$ cat config.mk
export PLATFORM = sky130hd
export DESIGN_NAME = html_tagged_text_extractor
export DESIGN_NICKNAME = d
export VERILOG_FILES = /design/src/rtl/htte_pkg.sv /design/src/rtl/htte_step.sv /design/src/rtl/html_tagged_text_extractor.sv
export SDC_FILE = /design/constraint.sdc
export NUM_CORES = 1
export LEC_CHECK = 0
export ABC_AREA = 0
export BUFFER_PORTS_ARGS = -buffer_cell sky130_fd_sc_hd__buf_2
export CAP_MARGIN = 5
export CORE_ASPECT_RATIO = 0.9
export CORE_MARGIN = 10
export CORE_UTILIZATION = 55
export DETAILED_ROUTE_END_ITERATION = 7
export MAX_ROUTING_LAYER = met4
export PLACE_DENSITY = 0.85
export SLEW_MARGIN = 30
export SYNTH_ARGS = -nofsm -noshare
export SYNTH_HDL_FRONTEND = slang
export SYNTH_SLANG_ARGS = --single-unit
$ cat constraint.sdc
create_clock -name aclk -period 8.8 [get_ports aclk]
set_clock_uncertainty 0.05 [all_clocks]
set_input_delay 0.44 -clock aclk [delete_from_list [all_inputs] [get_ports aclk]]
set_output_delay 0.44 -clock aclk [all_outputs]
set_load 0.01 [all_outputs]
$ cat src/rtl/htte_pkg.sv
// ----------------------------------------------------------------------------
// htte_pkg
// Shared types, constants and tag tables of the HTML tagged text extractor.
// ----------------------------------------------------------------------------
package htte_pkg;

    localparam int DIV_TAG_LEN   = 20;
    localparam int P_TAG_LEN     = 3;
    localparam int SHORT_TAG_LEN = 4;
    localparam int COUNT_MAX     = 31;

    localparam logic [7:0] CHAR_NL = 8'h0A;
    localparam logic [7:0] CHAR_LT = 8'h3C;
    localparam logic [7:0] CHAR_GT = 8'h3E;
    localparam logic [7:0] CHAR_NUL = 8'h00;

    typedef enum logic [1:0] {
        PH_DIV  = 2'd0,
        PH_P    = 2'd1,
        PH_TEXT = 2'd2,
        PH_DONE = 2'd3
    } phase_t;

    typedef struct packed {
        phase_t      search_phase;
        logic        inside_tag;
        logic [4:0]  tag_count;
        logic        match_first;
        logic        match_second;
    } scan_state_t;

    typedef struct packed {
        logic        valid;
        logic [7:0]  text_byte;
        logic        text_end;
    } scan_result_t;

    localparam scan_state_t SCAN_STATE_RESET = '{
        search_phase: PH_DIV,
        inside_tag:   1'b0,
        tag_count:    5'd0,
        match_first:  1'b0,
        match_second: 1'b0
    };

    // Characters of <div class="lyrics">.
    function automatic logic [7:0] div_char(input logic [4:0] idx);
        logic [7:0] c;
        case (idx)
            5'd0:    c = "<";
            5'd1:    c = "d";
            5'd2:    c = "i";
            5'd3:    c = "v";
            5'd4:    c = " ";
            5'd5:    c = "c";
            5'd6:    c = "l";
            5'd7:    c = "a";
            5'd8:    c = "s";
            5'd9:    c = "s";
            5'd10:   c = "=";
            5'd11:   c = 8'h22;
            5'd12:   c = "l";
            5'd13:   c = "y";
            5'd14:   c = "r";
            5'd15:   c = "i";
            5'd16:   c = "c";
            5'd17:   c = "s";
            5'd18:   c = 8'h22;
            5'd19:   c = ">";
            default: c = 8'h00;
        endcase
        return c;
    endfunction

    // Characters of <p>.
    function automatic logic [7:0] p_char(input logic [1:0] idx);
        logic [7:0] c;
        case (idx)
            2'd0:    c = "<";
            2'd1:    c = "p";
            2'd2:    c = ">";
            default: c = 8'h00;
        endcase
        return c;
    endfunction

    // Characters of <br>.
    function automatic logic [7:0] br_char(input logic [1:0] idx);
        logic [7:0] c;
        case (idx)
            2'd0:    c = "<";
            2'd1:    c = "b";
            2'd2:    c = "r";
            default: c = ">";
        endcase
        return c;
    endfunction

    // Characters of </p>.
    function automatic logic [7:0] endp_char(input logic [1:0] idx);
        logic [7:0] c;
        case (idx)
            2'd0:    c = "<";
            2'd1:    c = "/";
            2'd2:    c = "p";
            default: c = ">";
        endcase
        return c;
    endfunction

endpackage

$ cat src/rtl/htte_step.sv
// ----------------------------------------------------------------------------
// htte_step
// Next-state and result logic for one document byte.
// ----------------------------------------------------------------------------
module htte_step (
    input  htte_pkg::scan_state_t  cur_state,
    input  logic [7:0]             doc_byte,
    input  logic                   doc_start,
    output htte_pkg::scan_state_t  next_state,
    output htte_pkg::scan_result_t result
);
    import htte_pkg::*;

    scan_state_t st;
    logic [4:0]  seek_len;
    logic [7:0]  seek_char;
    logic        seek_match;
    logic [4:0]  seek_count;
    logic        txt_mf0;
    logic        txt_ms0;
    logic [4:0]  txt_c0;
    logic        txt_mf1;
    logic        txt_ms1;
    logic [4:0]  txt_c1;

    always_comb begin
        st = doc_start ? SCAN_STATE_RESET : cur_state;
        next_state = st;
        result.valid     = 1'b0;
        result.text_byte = doc_byte;
        result.text_end  = 1'b0;

        seek_len   = (st.search_phase == PH_DIV) ? 5'(DIV_TAG_LEN) : 5'(P_TAG_LEN);
        seek_char  = (st.search_phase == PH_DIV) ? div_char(st.tag_count)
                                                 : p_char(st.tag_count[1:0]);
        seek_match = st.match_first && (doc_byte == seek_char);
        seek_count = st.tag_count + 5'd1;

        txt_mf0 = st.inside_tag ? st.match_first  : 1'b1;
        txt_ms0 = st.inside_tag ? st.match_second : 1'b1;
        txt_c0  = st.inside_tag ? st.tag_count    : 5'd0;
        if (txt_c0 < 5'(SHORT_TAG_LEN)) begin
            txt_mf1 = txt_mf0 && (doc_byte == br_char(txt_c0[1:0]));
            txt_ms1 = txt_ms0 && (doc_byte == endp_char(txt_c0[1:0]));
        end else begin
            txt_mf1 = 1'b0;
            txt_ms1 = 1'b0;
        end
        txt_c1 = (txt_c0 < 5'(COUNT_MAX)) ? txt_c0 + 5'd1 : txt_c0;

        if (doc_byte != CHAR_NL) begin
            case (st.search_phase)
                PH_DIV, PH_P: begin
                    if (!st.inside_tag) begin
                        if (doc_byte == CHAR_LT) begin
                            next_state.inside_tag  = 1'b1;
                            next_state.tag_count   = 5'd1;
                            next_state.match_first = 1'b1;
                        end
                    end else if (st.tag_count >= seek_len) begin
                        // The tag grew too long; it is dropped with this byte.
                        next_state = SCAN_STATE_RESET;
                        next_state.search_phase = st.search_phase;
                    end else if (seek_match && (seek_count == seek_len)) begin
                        next_state = SCAN_STATE_RESET;
                        next_state.search_phase =
                            (st.search_phase == PH_DIV) ? PH_P : PH_TEXT;
                    end else if (doc_byte == CHAR_GT) begin
                        next_state = SCAN_STATE_RESET;
                        next_state.search_phase = st.search_phase;
                    end else begin
                        next_state.match_first = seek_match;
                        next_state.tag_count   = seek_count;
                    end
                end
                PH_TEXT: begin
                    if (!st.inside_tag && (doc_byte != CHAR_LT)) begin
                        result.valid = 1'b1;
                    end else if ((txt_c1 == 5'(SHORT_TAG_LEN)) && txt_mf1) begin
                        next_state = SCAN_STATE_RESET;
                        next_state.search_phase = PH_TEXT;
                        result.valid     = 1'b1;
                        result.text_byte = CHAR_NL;
                    end else if ((txt_c1 == 5'(SHORT_TAG_LEN)) && txt_ms1) begin
                        next_state = SCAN_STATE_RESET;
                        next_state.search_phase = PH_DONE;
                        result.valid     = 1'b1;
                        result.text_byte = CHAR_NUL;
                        result.text_end  = 1'b1;
                    end else if (doc_byte == CHAR_GT) begin
                        next_state = SCAN_STATE_RESET;
                        next_state.search_phase = PH_TEXT;
                    end else begin
                        next_state.inside_tag   = 1'b1;
                        next_state.tag_count    = txt_c1;
                        next_state.match_first  = txt_mf1;
                        next_state.match_second = txt_ms1;
                    end
                end
                default: begin
                    next_state = st;
                end
            endcase
        end
    end

endmodule

$ cat src/rtl/html_tagged_text_extractor.sv
// ----------------------------------------------------------------------------
// html_tagged_text_extractor
// Pulls the paragraph text of the lyrics division out of an HTML byte stream.
// ----------------------------------------------------------------------------
// The input channel (s_valid, s_ready, s_doc_byte, s_doc_start) carries one
// document byte per transaction. Set s_doc_start on the first byte of each
// document; it clears the search state before that byte is looked at.
// The result channel (m_valid, m_ready, m_text_byte, m_text_end) carries the
// extracted text: plain bytes, a newline for each <br> tag, and one final
// transaction with m_text_end high and a zero byte when </p> closes the text.
// Most input bytes produce no result at all (tags, newlines, bytes before
// the paragraph and after its end).
//
// Every byte is handled by the scan logic in the cycle it is accepted, and
// any result is loaded into the output register. The block takes one byte
// per cycle while s_ready is high. The single output register sets the rate:
// s_ready is low only while a result sits unconsumed and m_ready is low, so
// a stalled receiver holds the input side for exactly as long as it stalls.
//
// A synchronous active-low reset on aresetn clears the search phase, the
// tag tracking state and the output valid flag.
// ----------------------------------------------------------------------------
module html_tagged_text_extractor (
    input  logic       aclk,
    input  logic       aresetn,
    input  logic       s_valid,
    output logic       s_ready,
    input  logic [7:0] s_doc_byte,
    input  logic       s_doc_start,
    output logic       m_valid,
    input  logic       m_ready,
    output logic [7:0] m_text_byte,
    output logic       m_text_end
);
    import htte_pkg::*;

    scan_state_t  state_reg;
    scan_state_t  state_next;
    scan_result_t step_result;

    logic       out_valid_reg;
    logic [7:0] out_byte_reg;
    logic       out_end_reg;
    logic       in_accept;

    // A new byte may enter whenever the output register is empty or is
    // being drained in this same cycle.
    assign s_ready   = !out_valid_reg || m_ready;
    assign in_accept = s_valid && s_ready;

    htte_step u_step (
        .cur_state  (state_reg),
        .doc_byte   (s_doc_byte),
        .doc_start  (s_doc_start),
        .next_state (state_next),
        .result     (step_result)
    );

    // The scan state only moves on an accepted transaction.
    always_ff @(posedge aclk) begin
        if (!aresetn) begin
            state_reg <= SCAN_STATE_RESET;
        end else if (in_accept) begin
            state_reg <= state_next;
        end
    end

    // Output register: loaded when the accepted byte yields a result,
    // emptied when the receiver takes the pending one.
    always_ff @(posedge aclk) begin
        if (!aresetn) begin
            out_valid_reg <= 1'b0;
        end else if (in_accept && step_result.valid) begin
            out_valid_reg <= 1'b1;
        end else if (m_ready) begin
            out_valid_reg <= 1'b0;
        end
    end

    // Payload needs no reset; it is only looked at while valid is high.
    always_ff @(posedge aclk) begin
        if (in_accept && step_result.valid) begin
            out_byte_reg <= step_result.text_byte;
            out_end_reg  <= step_result.text_end;
        end
    end

    assign m_valid     = out_valid_reg;
    assign m_text_byte = out_byte_reg;
    assign m_text_end  = out_end_reg;

endmodule

==> impl_metrics.csv, run 1 <==
group,metric,value,unit
cts,postCtsHoldBufs,0,
place,io_buffers,23,
floorplan,coreArea,4129,µm²
pwr,total_power,239.7,µW
timing,fmax,264.2,MHz
route,wl,6917,µm
cells_and_area,n_antenna_cell,0,
timing,slew_headroom,0.4527,
floorplan,dieHeight,82.59,µm
timing,finalSetupViolCount,0,
route,drc,0,
route,firstDrtPassIters,7,
worst_setup_path,worst-r2r-cell-count,13,
route,num_vias,2502,
global_route,antenna_found_initial,0,
cells_and_area,largest_reg_flops,10,
cells_and_area,nets,341,
synth,avgSynthCellArea,7.623,µm²
global_route,grt_max_degree,30,
floorplan,io_pins,24,
worst_setup_path,start_kind,"flip-flop",
worst_hold_path,min_path_cells,1,
cts,clock-root-buffer,"clkbuf_8",
timing,tns,0,ps
cts,tritoncts,"built",
floorplan,rows,22,
worst_setup_path,reg2reg_setup_slack,5020,ps
synth,ys.flop_type,"dfxtp_1",
pwr,power_density,95.33,nW/µm²
job,maxCapViolations,0,
worst_setup_path,crit_chain,"inv_1 -> nor2_1 -> nand2_1 -> inv_1 -> ha_1 -> a31oi_1 -> a211oi_1 -> nand4b_1 -> a21o_1 -> nand3_1 -> a2111o_1 -> o211ai_1 -> and3b_1",
place,gp_congestion,0.9847,
floorplan,die_w,89.54,µm
place,dp_hpwl,5139,µm
synth,synthArstFlopShare,0,
global_route,grt_pass1_wl,11270,µm
global_route,grt_pass1_vias,2243,
worst_setup_path,critPathSlowestCell,"dfxtp_1",
route,drt-wirelength-per-cell,18.90,µm
worst_setup_path,worstSetupStartpoint,"state_reg[3]$_SDFFE_PN0P_",
route,viasPerCell,6.836,
synth,postSynthCellCount,314,
cells_and_area,drive_gt1_frac,0.1384,
synth,synth_edf_count,9,
worst_setup_path,critical_path_depth,13,
cells_and_area,areaGrowthSynthToFinish,5.070,%
status,status,"finished, final reports clean",
synth,synth_nets,336,
worst_hold_path,min_to,"m_text_byte[7]$_DFFE_PP_",
timing,rsz0062_at_grt,"no",
timing,worstMarginPinSlew,819.8,ps
worst_setup_path,cp_common_cell,"inv_1",
cts,clock-sinks,20,
worst_setup_path,critical_path_buf_inv_count,2,
place,place_ws,4900,ps
global_route,grt.total_usage,0.1952,
worst_setup_path,crit_family,"compound AO/OA/AOI/OAI gates",
timing,fin_crit_sh,0.4301,
global_route,grt_overflow_total,0,
timing,hold_viol_final,0,
synth,yosys_warnings,0,
worst_setup_path,cp_max_fo,26,
cts,post_cts_buffers,0,
floorplan,initial_core_util,0.5797,
worst_hold_path,worstHoldStart,"s_doc_byte[7]",
timing,setup_ws,5015,ps
pwr,p_leak,0.0009281,µW
route,antenna_left,0,
worst_setup_path,arrival,3950,ps
cts,clk_path_buf_depth,2,
synth,ys_seq_area_frac,0.2049,
cts,clk_pin_slew_worst_paths,90,ps
worst_setup_path,r2r-end,"state_reg[5]$_SDFFE_PN0P_",
pwr,vdd_drop_max,99.73,µV
worst_setup_path,critical_path.max_stage_delay,870,ps
cts,clock_latency,270,ps
worst_setup_path,timing.rr.start,"state_reg[3]$_SDFFE_PN0P_",
route,first_iter_violations,430,
floorplan,dieArea,7394,µm²
worst_setup_path,worst_setup_path_end_kind,"flip-flop",
synth,ys_types,69,
worst_setup_path,crit_type,"reg2reg",
cts,cts_repair_resize_count,0,
timing,final_max_slew_viol_count,0,
worst_setup_path,required,8960,ps
synth,syn-cell-area,2394,µm²
cts,cts_max_level,1,
worst_hold_path,min_path_type,"in2reg",
synth,ys_seq_elements,20,
timing,min_period,3785,ps
cts,cts_buffers,3,
==> cells in the mapped netlist, types with 4 or more instances <==
| cell | number | area share |
|---|---|---|
| nor2_1 | 27 | 0.042 |
| nand2b_1 | 4 | 0.010 |
| buf_6 | 4 | 0.019 |
| nand2_1 | 30 | 0.047 |
| or4_1 | 4 | 0.013 |
| edfxtp_1 | 9 | 0.11 |
| nor3_1 | 10 | 0.021 |
| ha_1 | 9 | 0.047 |
| o21ai_0 | 19 | 0.040 |
| nand3_1 | 4 | 0.0084 |
| or3_1 | 5 | 0.013 |
| inv_1 | 13 | 0.020 |
| dfxtp_1 | 11 | 0.092 |
| clkbuf_1 | 11 | 0.017 |
| nor2b_1 | 13 | 0.034 |
| buf_2 | 7 | 0.015 |
| mux2i_1 | 4 | 0.017 |
| nand3b_1 | 4 | 0.013 |
| o21a_1 | 6 | 0.019 |
| a22oi_1 | 4 | 0.013 |
| xnor2_1 | 10 | 0.037 |
| and2_1 | 4 | 0.010 |
| nand4_1 | 5 | 0.013 |
| a21oi_1 | 18 | 0.038 |
==> how the worst max path moves through the flow <==
stage	endpoint
2_1_floorplan	m_text_byte[0]$_DFFE_PP_
4_1_cts	m_text_byte[0]$_DFFE_PP_
5_1_grt	state_reg[5]$_SDFFE_PN0P_
6_report	state_reg[5]$_SDFFE_PN0P_
3_5_place_dp	m_text_byte[0]$_DFFE_PP_
3_3_place_gp	m_text_byte[4]$_DFFE_PP_
==> per-stage QoR <==
stage                     area, µm²  hold WS, ps  instances    util
final                          2515        396.9        366  0.6091
after global routing           2515        404.3        366  0.6091
after CTS                      2511        397.7        366  0.6082
after detailed placement       2440        486.6        362  0.5909
after global placement         2440        476.4        362  0.5909
after floorplan                2394        411.7        314       -
==> layout make-up <==
type | count | area, µm²
repair buffers | 24 | 122.6
clock buffers | 3 | 41.29
well taps | 48 | 60.06
clock inverters | 1 | 30.03
multi-input cells | 255 | 1714
fillers | 357 | 1614
inverters | 15 | 56.30
flip-flops and latches | 20 | 490.5
==> placed cells by master, fill, tap and decap left out, drive strengths merged, types with 5 or more instances in the layout <==
master  Yosys  final
ha          9      9
nor2       29     29
nand4       5      5
xnor2      10     10
edfxtp      9      9
buf        13     24
nand2      30     30
inv        15     15
dfxtp      11     11
o21ai      22     22
a21oi      18     18
or3         6      6
nor2b      13     13
o21a        6      6
a21boi      5      5
nor3       10     10
==> logic make-up (layout without fill, tap and decap cells) <==
family	Yosys count	count (layout)	synth area share
fa+ha+maj	9	9	0.04705
buf+inv	39	43	0.08050
xor+xnor	12	12	0.04391
mux	4	4	0.01673
simple gates	134	134	0.3152
flops	20	20	0.2049
compound gates	96	96	0.2917
==> power breakdown <==
group,switching (µW),internal [µW],total [µW],leakage (µW)
combinational,27.0,16.3,43.3,0.000724
sequential,2.99,98.0,101,0.000168
clock,34.6,60.8,95.4,0.0000357
==> worst reg2reg max path, cell delays in order (launching register included) <==
cell and delay, ps:
dfxtp_1 870, inv_1 210, nor2_1 300, nand2_1 150, inv_1 110, ha_1 240, a31oi_1 110, a211oi_1 330
nand4b_1 250, a21o_1 200, nand3_1 220, a2111o_1 410, o211ai_1 100, and3b_1 170
==> per-layer routing <==
layer / GRT usage / share of wire / wire length (µm)
met1: 0.2608 / 0.41 / 2828
met4: 0.04921 / 0.023 / 162
met5: - / 0 / 0
met2: 0.2951 / 0.44 / 3076
met3: 0.03718 / 0.12 / 850
(Power assumes the default switching activity.)
==> inputs of run 2 (changes only) <==
- CORE_UTILIZATION: 55 -> 54
- PLACE_DENSITY: 0.85 -> 0.87
- clock period: 8.8 -> 3.1 ns (I/O delays scaled with it)
==> run 2 against run 1 <==
  * Final area grew 7.9%
  * Setup slack lost 4900 ps
  * First-iteration DRC count shrank 17%
  * Wire length grew 13%
  * Final cell count grew 11%
  * Via count grew 8.7%
  * Sequential share of layout area shrank 1.3 points
  * Clock power grew 97%
  * Critical path type unchanged
==> impl_metrics.csv, run 2 (synthesis gave the netlist of run 1 again) <==
group,metric,value,unit
worst_setup_path,worst-r2r-cell-count,8,
timing,fin_crit_sh,0.9587,
route,antenna_left,0,
cts,clk_path_buf_depth,2,
cells_and_area,n_antenna_cell,0,
pwr,power_density,224.6,nW/µm²
cells_and_area,instances_no_fill,405,
job,maxCapViolations,0,
route,wl,7834,µm
place,place_inst,396,
cells_and_area,final_common_cell,"nand2_1",
floorplan,dieHeight,83.16,µm
pwr,p_leak,0.001052,µW
cells_and_area,nets,368,
timing,slew_headroom,0.5675,
timing,finalSetupViolCount,0,
cts,tritoncts,"built",
worst_hold_path,min_path_cells,1,
cts,clock-sinks,20,
cts,cts_buffers,3,
worst_setup_path,arrival,3070,ps
cells_and_area,postLayoutCoreUtil,0.6486,
cells_and_area,drive_gt1_frac,0.2145,
global_route,grt_max_degree,26,
worst_setup_path,required,3200,ps
cts,clk_pin_slew_worst_paths,80,ps
floorplan,die_w,90.18,µm
global_route,antenna_found_initial,0,
global_route,grt_overflow_total,0,
cells_and_area,most-common-layout-cells,"30 x nand2_1, 28 x buf_4, 26 x nor2_1",
cts,clock_latency,270,ps
route,num_vias,2719,
global_route,grt_use_met1,0.2557,
cells_and_area,areaGrowthSynthToFinish,13.38,%
worst_hold_path,min_path_type,"in2reg",
cells_and_area,largest_reg_flops,10,
route,drc,0,
floorplan,initial_core_util,0.5721,
timing,final_max_slew_viol_count,0,
timing,fmax,336.5,MHz
worst_setup_path,crit_type,"reg2reg",
floorplan,io_pins,24,
floorplan,rows,22,
floorplan,dieArea,7499,µm²
worst_setup_path,worst_setup_path_end_kind,"flip-flop",
cts,clock-root-buffer,"clkbuf_8",
worst_setup_path,start_kind,"flip-flop",
route,drt-wirelength-per-cell,19.34,µm
global_route,gr-usage-met2,0.3104,
cells_and_area,nFillCells,357,
route,first_iter_violations,355,
global_route,grt.total_usage,0.2005,
worst_setup_path,timing.rr.start,"state_reg[9]$_SDFFE_PN0P_",
timing,worstMarginPinSlew,644.4,ps
worst_setup_path,cp_max_fo,8,
timing,min_period,2972,ps
cts,cts_max_level,1,
floorplan,coreArea,4184,µm²
worst_setup_path,worstSetupStartpoint,"state_reg[9]$_SDFFE_PN0P_",
worst_hold_path,worstHoldStart,"s_doc_byte[7]",
place,gp_congestion,0.9714,
cts,postCtsHoldBufs,0,
route,firstDrtPassIters,6,
global_route,busiest_layer,"met2",
global_route,grt_pass1_wl,12510,µm
place,io_buffers,23,
place,dp_hpwl,5864,µm
pwr,vdd_drop_max,234.4,µV
status,status,"finished, final reports clean",
route,viasPerCell,6.714,
timing,hold_viol_final,0,
global_route,grt_pass1_vias,2537,
global_route,use_met3,0.04137,
## run 2: cell types whose count changed in the layout (fill, tap and decap cells not counted), sizes merged
cell    before  now
clkinv       0    1
buf         24   51
bufinv       1    0
## run 2: repair_timing
action / CTS / global route
endpoints found under the setup margin: 0 / 9
resized for setup: 0 / 5
setup buffers: 0 / 5
## run 2: worst paths after layout
kind                                                  end  slack (ps)
worst max-delay path            state_reg[3]$_SDFFE_PN0P_         130
worst min-delay path             m_text_byte[7]$_DFFE_PP_         130
worst max register to register  state_reg[3]$_SDFFE_PN0P_         130
worst min register to register  state_reg[1]$_SDFFE_PN0P_         470
## run 2: area by class of cell
class,count,area (µm²),area share
flip-flops and latches,20,494.2,0.1821
inverters,15,56.30,0.02075
well taps,60,75.07,0.02766
multi-input cells,255,1718,0.6330
clock buffers,3,41.29,0.01521
clock inverters,1,3.754,0.001383
repair buffers,51,325.3,0.1199
## run 2: critical path, cell delays in order (launching register included)
cell and delay (ps):
dfxtp_1 470, nor4_4 340, o21ai_1 130, a2111oi_2 400, xor2_1 120, or4_1 630
o41ai_2 460, or3_1 170, o311ai_1 70
## run 2: power by group
part / internal (µW) / switching, µW / leakage [µW]
registers: 279 / 10.3 / 0.000169
logic: 52.1 / 80.3 / 0.000860
clock network: 88.7 / 99.7 / 0.0000231
total: 419 / 190 / 0.00105
## run 2: through the flow
stage | power, µW | setup slack [ps] | hold slack (ps) | area, µm² | setup TNS, ps
floorplan | 380.3 | 104.7 | 271.7 | 2397 | 0
global placement | 417.4 | 131.3 | 386.2 | 2624 | 0
detailed placement | 419.9 | 89.03 | 395.3 | 2624 | 0
CTS | 603.6 | 49.33 | 120.3 | 2669 | 0
global route | 630.8 | -14.26 | 121.9 | 2714 | -14.26
finish | 609.7 | 127.9 | 128.2 | 2714 | 0
## run 2: metal layers
metal  vias up  part of all wire  wire length (µm)
li1       1228                 -                 -
met1      1246              0.41              3175
met2       208              0.44              3479
met3        37              0.12               955
met4         0             0.029               224
met5         -                 0                 0
